### src/ucl_pkg.sv
// ---------------------------------------------------------------------------
// UTF-8 Cyrillic LCD recoder package
// Shared types, byte constants and the Cyrillic recode table.
// ---------------------------------------------------------------------------
package ucl_pkg;

	localparam logic [7:0] LEAD_D0     = 8'hD0;
	localparam logic [7:0] LEAD_D1     = 8'hD1;
	localparam logic [7:0] LEAD_END    = 8'hD2;
	localparam logic [7:0] CONT_LO     = 8'h80;
	localparam logic [7:0] CONT_HI     = 8'hC0;
	localparam logic [5:0] LOW_MASK    = 6'h3F;
	localparam logic [5:0] IDX_YO_UP   = 6'h01;
	localparam logic [5:0] IDX_YO_LO   = 6'h11;
	localparam logic [7:0] CODE_YO_UP  = 8'hA2;
	localparam logic [7:0] CODE_YO_LO  = 8'hB5;

	localparam logic [5:0] WIDTH_RESET = 6'd20;

	localparam logic [1:0] PEND_NONE   = 2'd0;
	localparam logic [1:0] PEND_D0     = 2'd1;
	localparam logic [1:0] PEND_D1     = 2'd2;

	localparam int         OUTQ_DEPTH  = 3;

	localparam logic [7:0] RECODE_ROM [64] = '{
		8'h70, 8'h63, 8'hBF, 8'h79, 8'hE4, 8'h78, 8'hE5, 8'hC0,
		8'hC1, 8'hE6, 8'hC2, 8'hC3, 8'hC4, 8'hC5, 8'hC6, 8'hC7,
		8'h41, 8'hA0, 8'h42, 8'hA1, 8'hE0, 8'h45, 8'hA3, 8'hA4,
		8'hA5, 8'hA6, 8'h4B, 8'hA7, 8'h4D, 8'h48, 8'h4F, 8'hA8,
		8'h50, 8'h43, 8'h54, 8'hA9, 8'hAA, 8'h58, 8'hE1, 8'hAB,
		8'hAC, 8'hE2, 8'hAD, 8'hAE, 8'h62, 8'hAF, 8'hB0, 8'hB1,
		8'h61, 8'hB2, 8'hB3, 8'hB4, 8'hE3, 8'h65, 8'hB6, 8'hB7,
		8'hB8, 8'hB9, 8'hBA, 8'hBB, 8'hBC, 8'hBD, 8'h6F, 8'hBE
	};

	typedef struct packed {
		logic [7:0] code;
		logic       last;
		logic       done;
	} ucl_res_t;

	typedef struct packed {
		logic [1:0] count;
		ucl_res_t   res0;
		ucl_res_t   res1;
	} ucl_emit_t;

endpackage

### src/ucl_decode.sv
// ---------------------------------------------------------------------------
// UTF-8 Cyrillic LCD recoder decode stage
// Holds the pending lead and the line position, and turns one byte into
// zero, one or two display codes.
// ---------------------------------------------------------------------------
module ucl_decode
	import ucl_pkg::*;
#(
	parameter int MAX_COLUMNS = 40
) (
	input  logic       clk,
	input  logic       arst_n,
	input  logic [5:0] line_width,
	input  logic       fire,
	input  logic [7:0] text_byte,
	input  logic       line_end,
	output ucl_emit_t  emit
);

	localparam int PW = $clog2(MAX_COLUMNS + 1);
	localparam int WW = (PW > 6) ? PW : 6;

	logic [1:0]    pend_q, pend_d;
	logic [PW-1:0] pos_q, pos_d;
	logic [WW-1:0] w_raw, w_lim;
	logic [PW-1:0] w_eff;
	logic [PW:0]   pos_inc;
	logic          is_lead, is_cont, is_end;
	logic [7:0]    lead, rom_code;
	logic [5:0]    low;

	always_comb begin
		w_raw = WW'(line_width);
		w_lim = w_raw;
		if (w_raw == '0) begin
			w_lim = WW'(1);
		end else if (w_raw > WW'(MAX_COLUMNS)) begin
			w_lim = WW'(MAX_COLUMNS);
		end
		w_eff = w_lim[PW-1:0];
	end

	assign pos_inc  = {1'b0, pos_q} + (PW+1)'(1);
	assign is_lead  = (text_byte == LEAD_D0) || (text_byte == LEAD_D1);
	assign is_cont  = (text_byte >= CONT_LO) && (text_byte < CONT_HI);
	assign is_end   = line_end || (pos_inc >= {1'b0, w_eff});
	assign lead     = (pend_q == PEND_D1) ? LEAD_D1 : LEAD_D0;
	assign low      = text_byte[5:0] & LOW_MASK;

	always_comb begin
		rom_code = RECODE_ROM[low];
		if (low == IDX_YO_UP && pend_q == PEND_D0) begin
			rom_code = CODE_YO_UP;
		end
		if (low == IDX_YO_LO && pend_q == PEND_D1) begin
			rom_code = CODE_YO_LO;
		end
	end

	always_comb begin
		pend_d     = pend_q;
		pos_d      = pos_q;
		emit.count = 2'd0;
		emit.res0  = '{code: text_byte, last: 1'b1, done: is_end};
		emit.res1  = '{code: text_byte, last: 1'b1, done: is_end};
		if (pos_q >= w_eff) begin
			if (line_end) begin
				pos_d  = '0;
				pend_d = PEND_NONE;
			end
		end else begin
			if (!is_end) begin
				pos_d = pos_inc[PW-1:0];
			end else if (line_end) begin
				pos_d = '0;
			end else begin
				pos_d = w_eff;
			end
			pend_d = PEND_NONE;
			if (pend_q != PEND_NONE) begin
				if (is_cont) begin
					emit.count = 2'd1;
					emit.res0  = '{code: rom_code, last: 1'b1, done: is_end};
				end else if (is_lead && !is_end) begin
					pend_d     = text_byte[0] ? PEND_D1 : PEND_D0;
					emit.count = 2'd1;
					emit.res0  = '{code: lead, last: 1'b1, done: 1'b0};
				end else begin
					emit.count = 2'd2;
					emit.res0  = '{code: lead, last: 1'b0, done: 1'b0};
				end
			end else if (is_lead && !is_end) begin
				pend_d = text_byte[0] ? PEND_D1 : PEND_D0;
			end else begin
				emit.count = 2'd1;
			end
		end
		if (!fire) begin
			emit.count = 2'd0;
		end
	end

	always_ff @(posedge clk or negedge arst_n) begin
		if (!arst_n) begin
			pend_q <= PEND_NONE;
			pos_q  <= '0;
		end else if (fire) begin
			pend_q <= pend_d;
			pos_q  <= pos_d;
		end
	end

endmodule

### src/ucl_outq.sv
// ---------------------------------------------------------------------------
// UTF-8 Cyrillic LCD recoder result queue
// Three-entry shift queue that takes up to two results per cycle and
// presents the oldest one on the output stream.
// ---------------------------------------------------------------------------
module ucl_outq
	import ucl_pkg::*;
(
	input  logic      clk,
	input  logic      arst_n,
	input  ucl_emit_t emit,
	input  logic      pop,
	output logic      room,
	output logic      head_valid,
	output ucl_res_t  head
);

	ucl_res_t   ent_q [OUTQ_DEPTH];
	ucl_res_t   ent_d [OUTQ_DEPTH];
	logic [1:0] count_q, count_d, cap;

	assign cap        = count_q - {1'b0, pop};
	assign room       = (cap <= 2'd1);
	assign head_valid = (count_q != 2'd0);
	assign head       = ent_q[0];
	assign count_d    = cap + emit.count;

	always_comb begin
		for (int i = 0; i < OUTQ_DEPTH; i++) begin
			if (pop && i < OUTQ_DEPTH - 1) begin
				ent_d[i] = ent_q[i + 1];
			end else begin
				ent_d[i] = ent_q[i];
			end
			if (emit.count != 2'd0 && 2'(i) == cap) begin
				ent_d[i] = emit.res0;
			end
			if (emit.count == 2'd2 && 2'(i) == cap + 2'd1) begin
				ent_d[i] = emit.res1;
			end
		end
	end

	always_ff @(posedge clk or negedge arst_n) begin
		if (!arst_n) begin
			count_q <= 2'd0;
		end else begin
			count_q <= count_d;
		end
	end

	always_ff @(posedge clk) begin
		for (int i = 0; i < OUTQ_DEPTH; i++) begin
			ent_q[i] <= ent_d[i];
		end
	end

endmodule

### src/utf8_cyrillic_lcd_recoder_top.sv
// ---------------------------------------------------------------------------
// UTF-8 Cyrillic LCD recoder
// Recodes the UTF-8 bytes of one display line into HD44780 Cyrillic codes.
// ---------------------------------------------------------------------------
// Slave stream: one text byte per transaction, tlast marks the line end.
// Master stream: one character code per transaction; tuser is set on the
// last code caused by an input byte, tlast on the final code of the line
// (after truncation to the configured width).
// cfg_wr_en / cfg_wr_data write the line width (1..MAX_COLUMNS, 0 acts as 1);
// write it only while the block is idle.
// A code passes through the input register and the result queue before it
// is valid on the master side.
// Throughput: one byte per cycle; a byte that yields two codes needs a
// second output transfer, so a run of them backs up the result queue and the
// input register holds once two codes wait after the current pop.
// Reset clears the pending lead, the line position and the queue, and sets
// the width to 20. When the receiver stalls, the result queue stops taking
// bytes once two codes wait, and tready falls when the input register is
// also full; nothing is dropped.
// ---------------------------------------------------------------------------
module utf8_cyrillic_lcd_recoder_top
	import ucl_pkg::*;
#(
	parameter int MAX_COLUMNS = 40
) (
	input  logic       clk,
	input  logic       arst_n,
	input  logic       cfg_wr_en,
	input  logic [5:0] cfg_wr_data,
	input  logic       s_tvalid,
	output logic       s_tready,
	input  logic [7:0] s_tdata,   // [7:0] text_byte
	input  logic       s_tlast,   // line_end
	output logic       m_tvalid,
	input  logic       m_tready,
	output logic [7:0] m_tdata,   // [7:0] char_code
	output logic       m_tlast,   // line_done
	output logic       m_tuser    // [0] last_of_run
);

	logic [5:0] line_width_q;
	logic       valid_s1, line_end_s1;
	logic [7:0] byte_s1;
	logic       advance, room, pop;
	ucl_emit_t  emit;
	ucl_res_t   head;

	assign pop      = m_tvalid && m_tready;
	assign advance  = valid_s1 && room;
	assign s_tready = !valid_s1 || advance;

	always_ff @(posedge clk or negedge arst_n) begin
		if (!arst_n) begin
			line_width_q <= WIDTH_RESET;
		end else if (cfg_wr_en) begin
			line_width_q <= cfg_wr_data;
		end
	end

	always_ff @(posedge clk or negedge arst_n) begin
		if (!arst_n) begin
			valid_s1 <= 1'b0;
		end else if (s_tvalid && s_tready) begin
			valid_s1 <= 1'b1;
		end else if (advance) begin
			valid_s1 <= 1'b0;
		end
	end

	always_ff @(posedge clk) begin
		if (s_tvalid && s_tready) begin
			byte_s1     <= s_tdata;
			line_end_s1 <= s_tlast;
		end
	end

	ucl_decode #(
		.MAX_COLUMNS(MAX_COLUMNS)
	) u_decode (
		.clk       (clk),
		.arst_n    (arst_n),
		.line_width(line_width_q),
		.fire      (advance),
		.text_byte (byte_s1),
		.line_end  (line_end_s1),
		.emit      (emit)
	);

	ucl_outq u_outq (
		.clk       (clk),
		.arst_n    (arst_n),
		.emit      (emit),
		.pop       (pop),
		.room      (room),
		.head_valid(m_tvalid),
		.head      (head)
	);

	assign m_tdata = head.code;
	assign m_tlast = head.done;
	assign m_tuser = head.last;

endmodule

### config.mk
export PLATFORM = sky130hd
export DESIGN_NAME = utf8_cyrillic_lcd_recoder_top
export DESIGN_NICKNAME = d
export VERILOG_FILES = /design/src/ucl_pkg.sv /design/src/ucl_decode.sv /design/src/ucl_outq.sv /design/src/utf8_cyrillic_lcd_recoder_top.sv
export SDC_FILE = /design/constraint.sdc
export NUM_CORES = 1
export LEC_CHECK = 0
export BUFFER_PORTS_ARGS = -buffer_cell sky130_fd_sc_hd__buf_4
export CAP_MARGIN = 25
export CORE_MARGIN = 2
export CORE_UTILIZATION = 65
export DETAILED_ROUTE_END_ITERATION = 10
export GPL_TIMING_DRIVEN = 0
export PLACE_DENSITY_LB_ADDON = 0.12
export SLEW_MARGIN = 10
export SYNTH_ARGS = -nofsm -noshare
export SYNTH_HDL_FRONTEND = slang
export SYNTH_SLANG_ARGS = --single-unit
### constraint.sdc
create_clock -name clk -period 6.9 [get_ports clk]
set_clock_uncertainty 0.15 [all_clocks]
set_input_delay 2.07 -clock clk [delete_from_list [all_inputs] [get_ports clk]]
set_output_delay 2.07 -clock clk [all_outputs]
set_load 0.01 [all_outputs]
# Yosys cells after proc, flatten, opt, wreduce, memory -nomap -nowiden
# Memory sizes are Yosys's and may differ from the RTL's.
# Cells that the tools add are included.
word_totals:
  regBits: 26
  ram_bits: 30
  romBits: 512
  input_bits: 20
  output_inout_bits: 12
  wordCells: 93
  mem_count: 2
classes:
  addsub: 4
  order_cmp: 7
  eq_ne: 12
  muxes: 34
  bitwise: 1
  reduce_logical: 26
memory_table:
  columns: ["memory", "words", "word_bits", "read_ports", "rd_ports_with_merged_regs", "write_ports", "line_no", "source"]
  rows:
  - ["(name not given)", 64, 8, 1, 0, 0, "ucl_decode.sv:51", "rom_code = RECODE_ROM[low];"]
  - ["u_outq.ent_q", 3, 10, 3, 0, 3, "ucl_outq.sv:18", "ucl_res_t ent_q [OUTQ_DEPTH];"]
op_table:
  columns: ["op", "n"]
  rows:
  - ["10-bit two-way mux", 9]
  - ["12-bit two-way mux", 3]
  - ["6-bit two-way mux", 6]
  - ["8-bit two-way mux", 4]
  - ["8-bit == test (second input constant)", 2]
  - ["2-bit two-way mux", 8]
  - ["1-bit logical AND", 13]
  - ["8-bit >= comparator (second input constant)", 1]
  - ["8-bit < comparator (second input constant)", 1]
  - ["2-bit nonzero test", 4]
  - ["6-bit by 1-bit adder with 7-bit output (second input constant)", 1]
  - ["7-bit by 6-bit >= comparator with 1-bit output", 1]
  - ["7-bit >= comparator (second input constant)", 1]
  - ["6-bit NOT with 7-bit output", 1]
  - ["6-bit by 1-bit == test with 1-bit output (second input constant)", 1]
  - ["6-bit by 5-bit == test with 1-bit output (second input constant)", 1]
  - ["6-bit >= comparator", 1]
  - ["6-bit > comparator (second input constant)", 1]
  - ["6-bit zero test", 1]
  - ["1-bit by 2-bit == test with 1-bit output (first input constant)", 2]
  - ["2-bit == test (first input constant)", 2]
  - ["2-bit == test (second input constant)", 2]
  - ["2-bit zero test", 2]
  - ["1-bit two-way mux", 4]
  - ["9 further kinds", 12]

# Depth between registers and ports, before layout
depth:
  depth_word: 16
  mapped_depth: 12
  mapped_depth_nobuf: 11

# Hierarchy
# A second synthesis with hierarchy kept.
hier_totals:
  cells_unflattened: 498
  area_unflattened_um2: 4450.5
modules_own_cells:
  columns: ["mod", "n_inst", "cells_each", "area_each_um2", "seq_area_each_um2"]
  rows:
  - ["ucl_outq", 1, 185, 1993.2, 950.9]
  - ["ucl_decode", 1, 285, 1876.8, 200.2]
  - ["utf8_cyrillic_lcd_recoder_top", 1, 28, 580.6, 447.9]

# Worst setup path after synthesis
# No wires, ideal clock.
synth_timing:
  path_kind: "input-to-output"
  start: "input m_tready"
  end: "output s_tready"
  arrival_time_ns: 2.762
  required_time_ns: 4.680
  slack_ns: 1.918
  path_stages: 5
  n_path_buf: 0
  cell_sequence: "nand2_1 inv_1 ha_1 xor2_1 nand2_1"
synth_between:
  elab_chain_cells: 5
synth_rtl:
  columns: ["item", "line_no", "source"]
  rows:
  - ["start, declared", "utf8_cyrillic_lcd_recoder_top.sv:35", "input logic m_tready,"]
  - ["1-bit logical AND", "utf8_cyrillic_lcd_recoder_top.sv:48", "assign pop = m_tvalid && m_tready;"]
  - ["2-bit by 1-bit subtractor with 2-bit output", "ucl_outq.sv:22", "assign cap = count_q - {1'b0, pop};"]
  - ["2-bit by 1-bit <= comparator with 1-bit output", "ucl_outq.sv:23", "assign room = (cap <= 2'd1);"]
  - ["1-bit logical AND", "utf8_cyrillic_lcd_recoder_top.sv:49", "assign advance = valid_s1 && room;"]
  - ["1-bit logical OR", "utf8_cyrillic_lcd_recoder_top.sv:50", "assign s_tready = !valid_s1 || advance;"]
  - ["end, declared", "utf8_cyrillic_lcd_recoder_top.sv:31", "output logic s_tready,"]
# No other way between the ends.

# Worst setup path in the final report
# Ends and elaborated chain as after synthesis.

==> summary.md <==
| Metric | Value |
|---|---|
| Vias/cell | `6.654` |
| Clk buf depth | `2` |
| Sequential area share after synthesis | `40.45%` |
| Final hold vios | `0` |
| Worst EP arrival | `3.36 ns` |
| Peak supply drop | `258.2 uV` |
| # setup viols final | `0` |
| Die Ht | `81.25 um` |
| CP required | `4.68 ns` |
| Tot GR Track Use | `32.17%` |
| H-tree depth | `2` |
| Internal power | `0.9354 mW` |
| Port buffer count | `30` |
| Worst Hold Class | `flop to flop` |
| Worst path cell trace | `buf_4, nand2_1, inv_1, ha_1, xor2_1, nand2_1, buf_4` |
| EDFF count, synth | `36` |
| RSZ-0062 raised after global routing | `false` |
| Logic gate share of total power | `55.2%` |
| Syn Nets | `469` |
| Clock power share | `11.2%` |
| TritonCTS clock tree | `yes` |
| Syn Inst Count | `430` |
| Reg2reg end | `u_outq.ent_q[0][16]` |
| Clock buffer count from CTS | `5` |
| Critical Path End | `s_tready` |
| Slowest CP cell | `xor2_1` |
| Slew headroom | `43.49%` |
| Most used DFF post-synth | `edfxtp_1` |
| Skew-Pair Late Insertion Delay | `0.32 ns` |
| Iter 0 DRT Violations | `406` |
| Area share of the largest cell type after synthesis | `27.87%` |
| CTS Sinks | `56` |
| Post-Synthesis Cell Area | `3879 um2` |
| Root Driver | `clkbuf_8` |
| Layout cells sized above 1 | `16.45%` |
| Total number of vias | `3613` |
| Fin. max-slew vios | `0` |
| Net Sw Frac | `44.94%` |
| NetSw | `0.7635 mW` |
| Area delta synth->final | `10.52%` |
| Core Footprint | `5851 um2` |
| Setup TNS | `0 ns` |
| Slowest stage delay, CP | `0.37 ns` |
| Crit path from | `m_tready` |
| Post-cts sizing count | `0` |
| Hold_buf cts | `0` |
| Fillers | `453` |
| Post-CTS setup buffers | `0` |
| Initial DRT Pass Iterations | `6` |
| Vias in the first global route | `3436` |
| Final worst path period share | `80.92%` |
| Io pins | `32` |
| Grt total ovfl | `0` |
| CP Class | `primary input to output pin` |
| RR Startpoint | `line_width_q[1]` |
| Leak pwr | `1.842 nW` |
| Critical path capture point type | `output pin` |
| First-pass GRT wire length | `16.22 mm` |
| Initial antenna violation count | `0` |
| Worst-Margin Slew | `0.8461 ns` |
| Max_cap viols | `0` |
| Synth area leader | `edfxtp_1` |
| Largest net degree at the start of global routing | `19` |
| Detailed placer's ending HPWL | `7.461 mm` |
| Yosys reg bits | `56` |
| Crit path max fanout | `5` |
| Final Wtd Congestion | `0.9663` |
| Post-route ant nets | `0` |
| Total Routed Length | `10.12 mm` |
| Die ar. | `6602 um2` |
| Max Fclk | `0.1791 GHz` |
| Row cnt | `28` |
| DRC violations left | `0` |
| Ant diodes | `0` |
| Die width | `81.25 um` |
| Final min period | `5.583 ns` |
| Sequential power share | `33.5%` |
| Yosys cell types | `65` |
| Post-synthesis area per instance | `9.020 um2` |
| Clock slew at reported path FFs | `0.11 ns` |
| Async S/R FF share, synth | `30.36%` |
| Yosys warnings | `0` |
| Synth top area cells | `edfxtp_1, dfrtp_1, ha_1, nand2_1, a21oi_1` |
| Initial core utilization | `66.30%` |
| Fin nets | `506` |
| Crit path launch type | `primary input` |
| Core Util, Final | `73.27%` |
| R2R setup slack | `2.92 ns` |
| Wire per inst | `18.64 um` |
| Outcome | `completed` |
| Power per cell area | `396.3 nW/um2` |
| R2R cell count | `10` |
==> critical path, delay by kind of cell <==
kind | cells | cell delay, ns
adders and majority gates | 1 | 0.20
buffers and inverters | 3 | 0.40
xor gates and xnor gates | 1 | 0.37
and+or+nand+nor | 2 | 0.33
==> metrics by stage <==
step                total power [mW]  instances  worst slack [ns]  hold slack [ns]  cell area (um2)
finish                         1.699        543             1.317           0.3198             4287
global route                   1.803        543             1.304           0.3455             4287
CTS                            1.684        543             1.347           0.3164             4287
detailed placement             1.496        535             1.361           0.2901             4198
global placement               1.444        535             1.419           0.2733             4198
floorplan                      1.210        430             1.918           0.2605             3879
==> metal layers <==
metal	vias up	global-route usage, %	wire (um)
li1	1653	-	-
met4	0	14.92	257
met3	34	6.111	928
met2	244	54.79	4911
met5	-	0	0
met1	1682	39.39	4025
==> layout make-up <==
cell class / count / area [um2] / area share, %
Multi-Input combinational cell: 320 / 2047 / 47.75
Sequential cell: 56 / 1569 / 36.60
Timing Repair Buffer: 30 / 225.2 / 5.254
Buffer: 35 / 191.4 / 4.466
Tap cell: 75 / 93.84 / 2.189
Inverter: 19 / 71.32 / 1.664
Clock buffer: 5 / 68.82 / 1.605
Clock inverter: 3 / 20.02 / 0.4670
==> kinds of logic after synthesis <==
family | count (synthesis) | share of synthesized area (%)
AOI/OAI and AO/OA | 136 | 23.55
and+or+nand+nor | 148 | 18.77
muxes | 9 | 2.516
DFF | 56 | 40.45
xor gates and xnor gates | 8 | 1.807
buffers and inverters | 54 | 6.774
adders and majority gates | 19 | 6.129
==> how the worst min path moves through the flow <==
stage                        startpoint                  end  slack (ns)  cells after the start
floorplan           u_outq.ent_q[0][21]  u_outq.ent_q[0][21]        0.26                      1
global placement    u_outq.ent_q[0][21]  u_outq.ent_q[0][21]        0.27                      1
detailed placement  u_outq.ent_q[0][21]  u_outq.ent_q[0][21]        0.29                      1
CTS                 u_outq.ent_q[0][21]  u_outq.ent_q[0][21]        0.32                      1
global route        u_outq.ent_q[0][21]  u_outq.ent_q[0][21]        0.35                      1
finish              u_outq.ent_q[0][21]  u_outq.ent_q[0][21]        0.32                      1
==> cell usage after synthesis (all sizes together), types with 2 or more instances <==
cell type  count
xnor2          5
dfxtp          3
a2111oi        2
nor3          13
and3          13
dfstp          2
nand3b         2
clkbuf        14
a211o          6
buf           21
nand4          4
a31oi          9
o22ai          4
a22oi          4
xor2           3
dfrtp         15
mux2i          3
o31ai          5
mux2           6
a21oi         30
nor2b          7
nor2          28
or2            4
o21ai         36
and2           3
edfxtp        36
nand3          6
inv           19
nand2b         7
nor4           4
o32ai          3
a21o           6
a2bb2oi        2
o211ai         6
o31a           2
o311ai         2
nand2         52
a211oi         8
a221oi         4
ha            19
==> layout by cell type (no fill, tap or decap), drive strengths merged, types with 3 or more instances in the layout <==
master,count
a211o,6
edfxtp,36
and2,3
a22oi,4
buf,51
nand2,52
a221oi,4
a31oi,9
o211ai,6
mux2i,3
a21oi,30
xor2,3
mux2,6
nand3,6
ha,19
o32ai,3
inv,21
or2,4
a211oi,8
nor2,28
dfxtp,3
nor3,13
a21o,6
and3,13
nand4,4
nor4,4
dfrtp,15
o22ai,4
nor2b,7
xnor2,5
clkbuf,19
nand2b,7
o21ai,36
o31ai,5
==> state kept, by name, indices dropped and copies added, names as in the netlist <==
name and flops:
u_outq.ent_q 30, byte_s1 8, line_width_q 6, u_decode.pos_q 6
u_decode.pend_q 2, u_outq.count_q 2, line_end_s1 1, valid_s1 1
==> power groups by stage <==
stage | clock (mW) | combinational, mW | sequential, mW
3_3_place_gp | 0 | 0.874 | 0.570
6_report | 0.191 | 0.938 | 0.570
4_1_cts | 0.191 | 0.923 | 0.569
3_5_place_dp | 0 | 0.919 | 0.577
2_1_floorplan | 0 | 0.652 | 0.558
5_1_grt | 0.202 | 1.02 | 0.583
(Power assumes the default switching activity.)
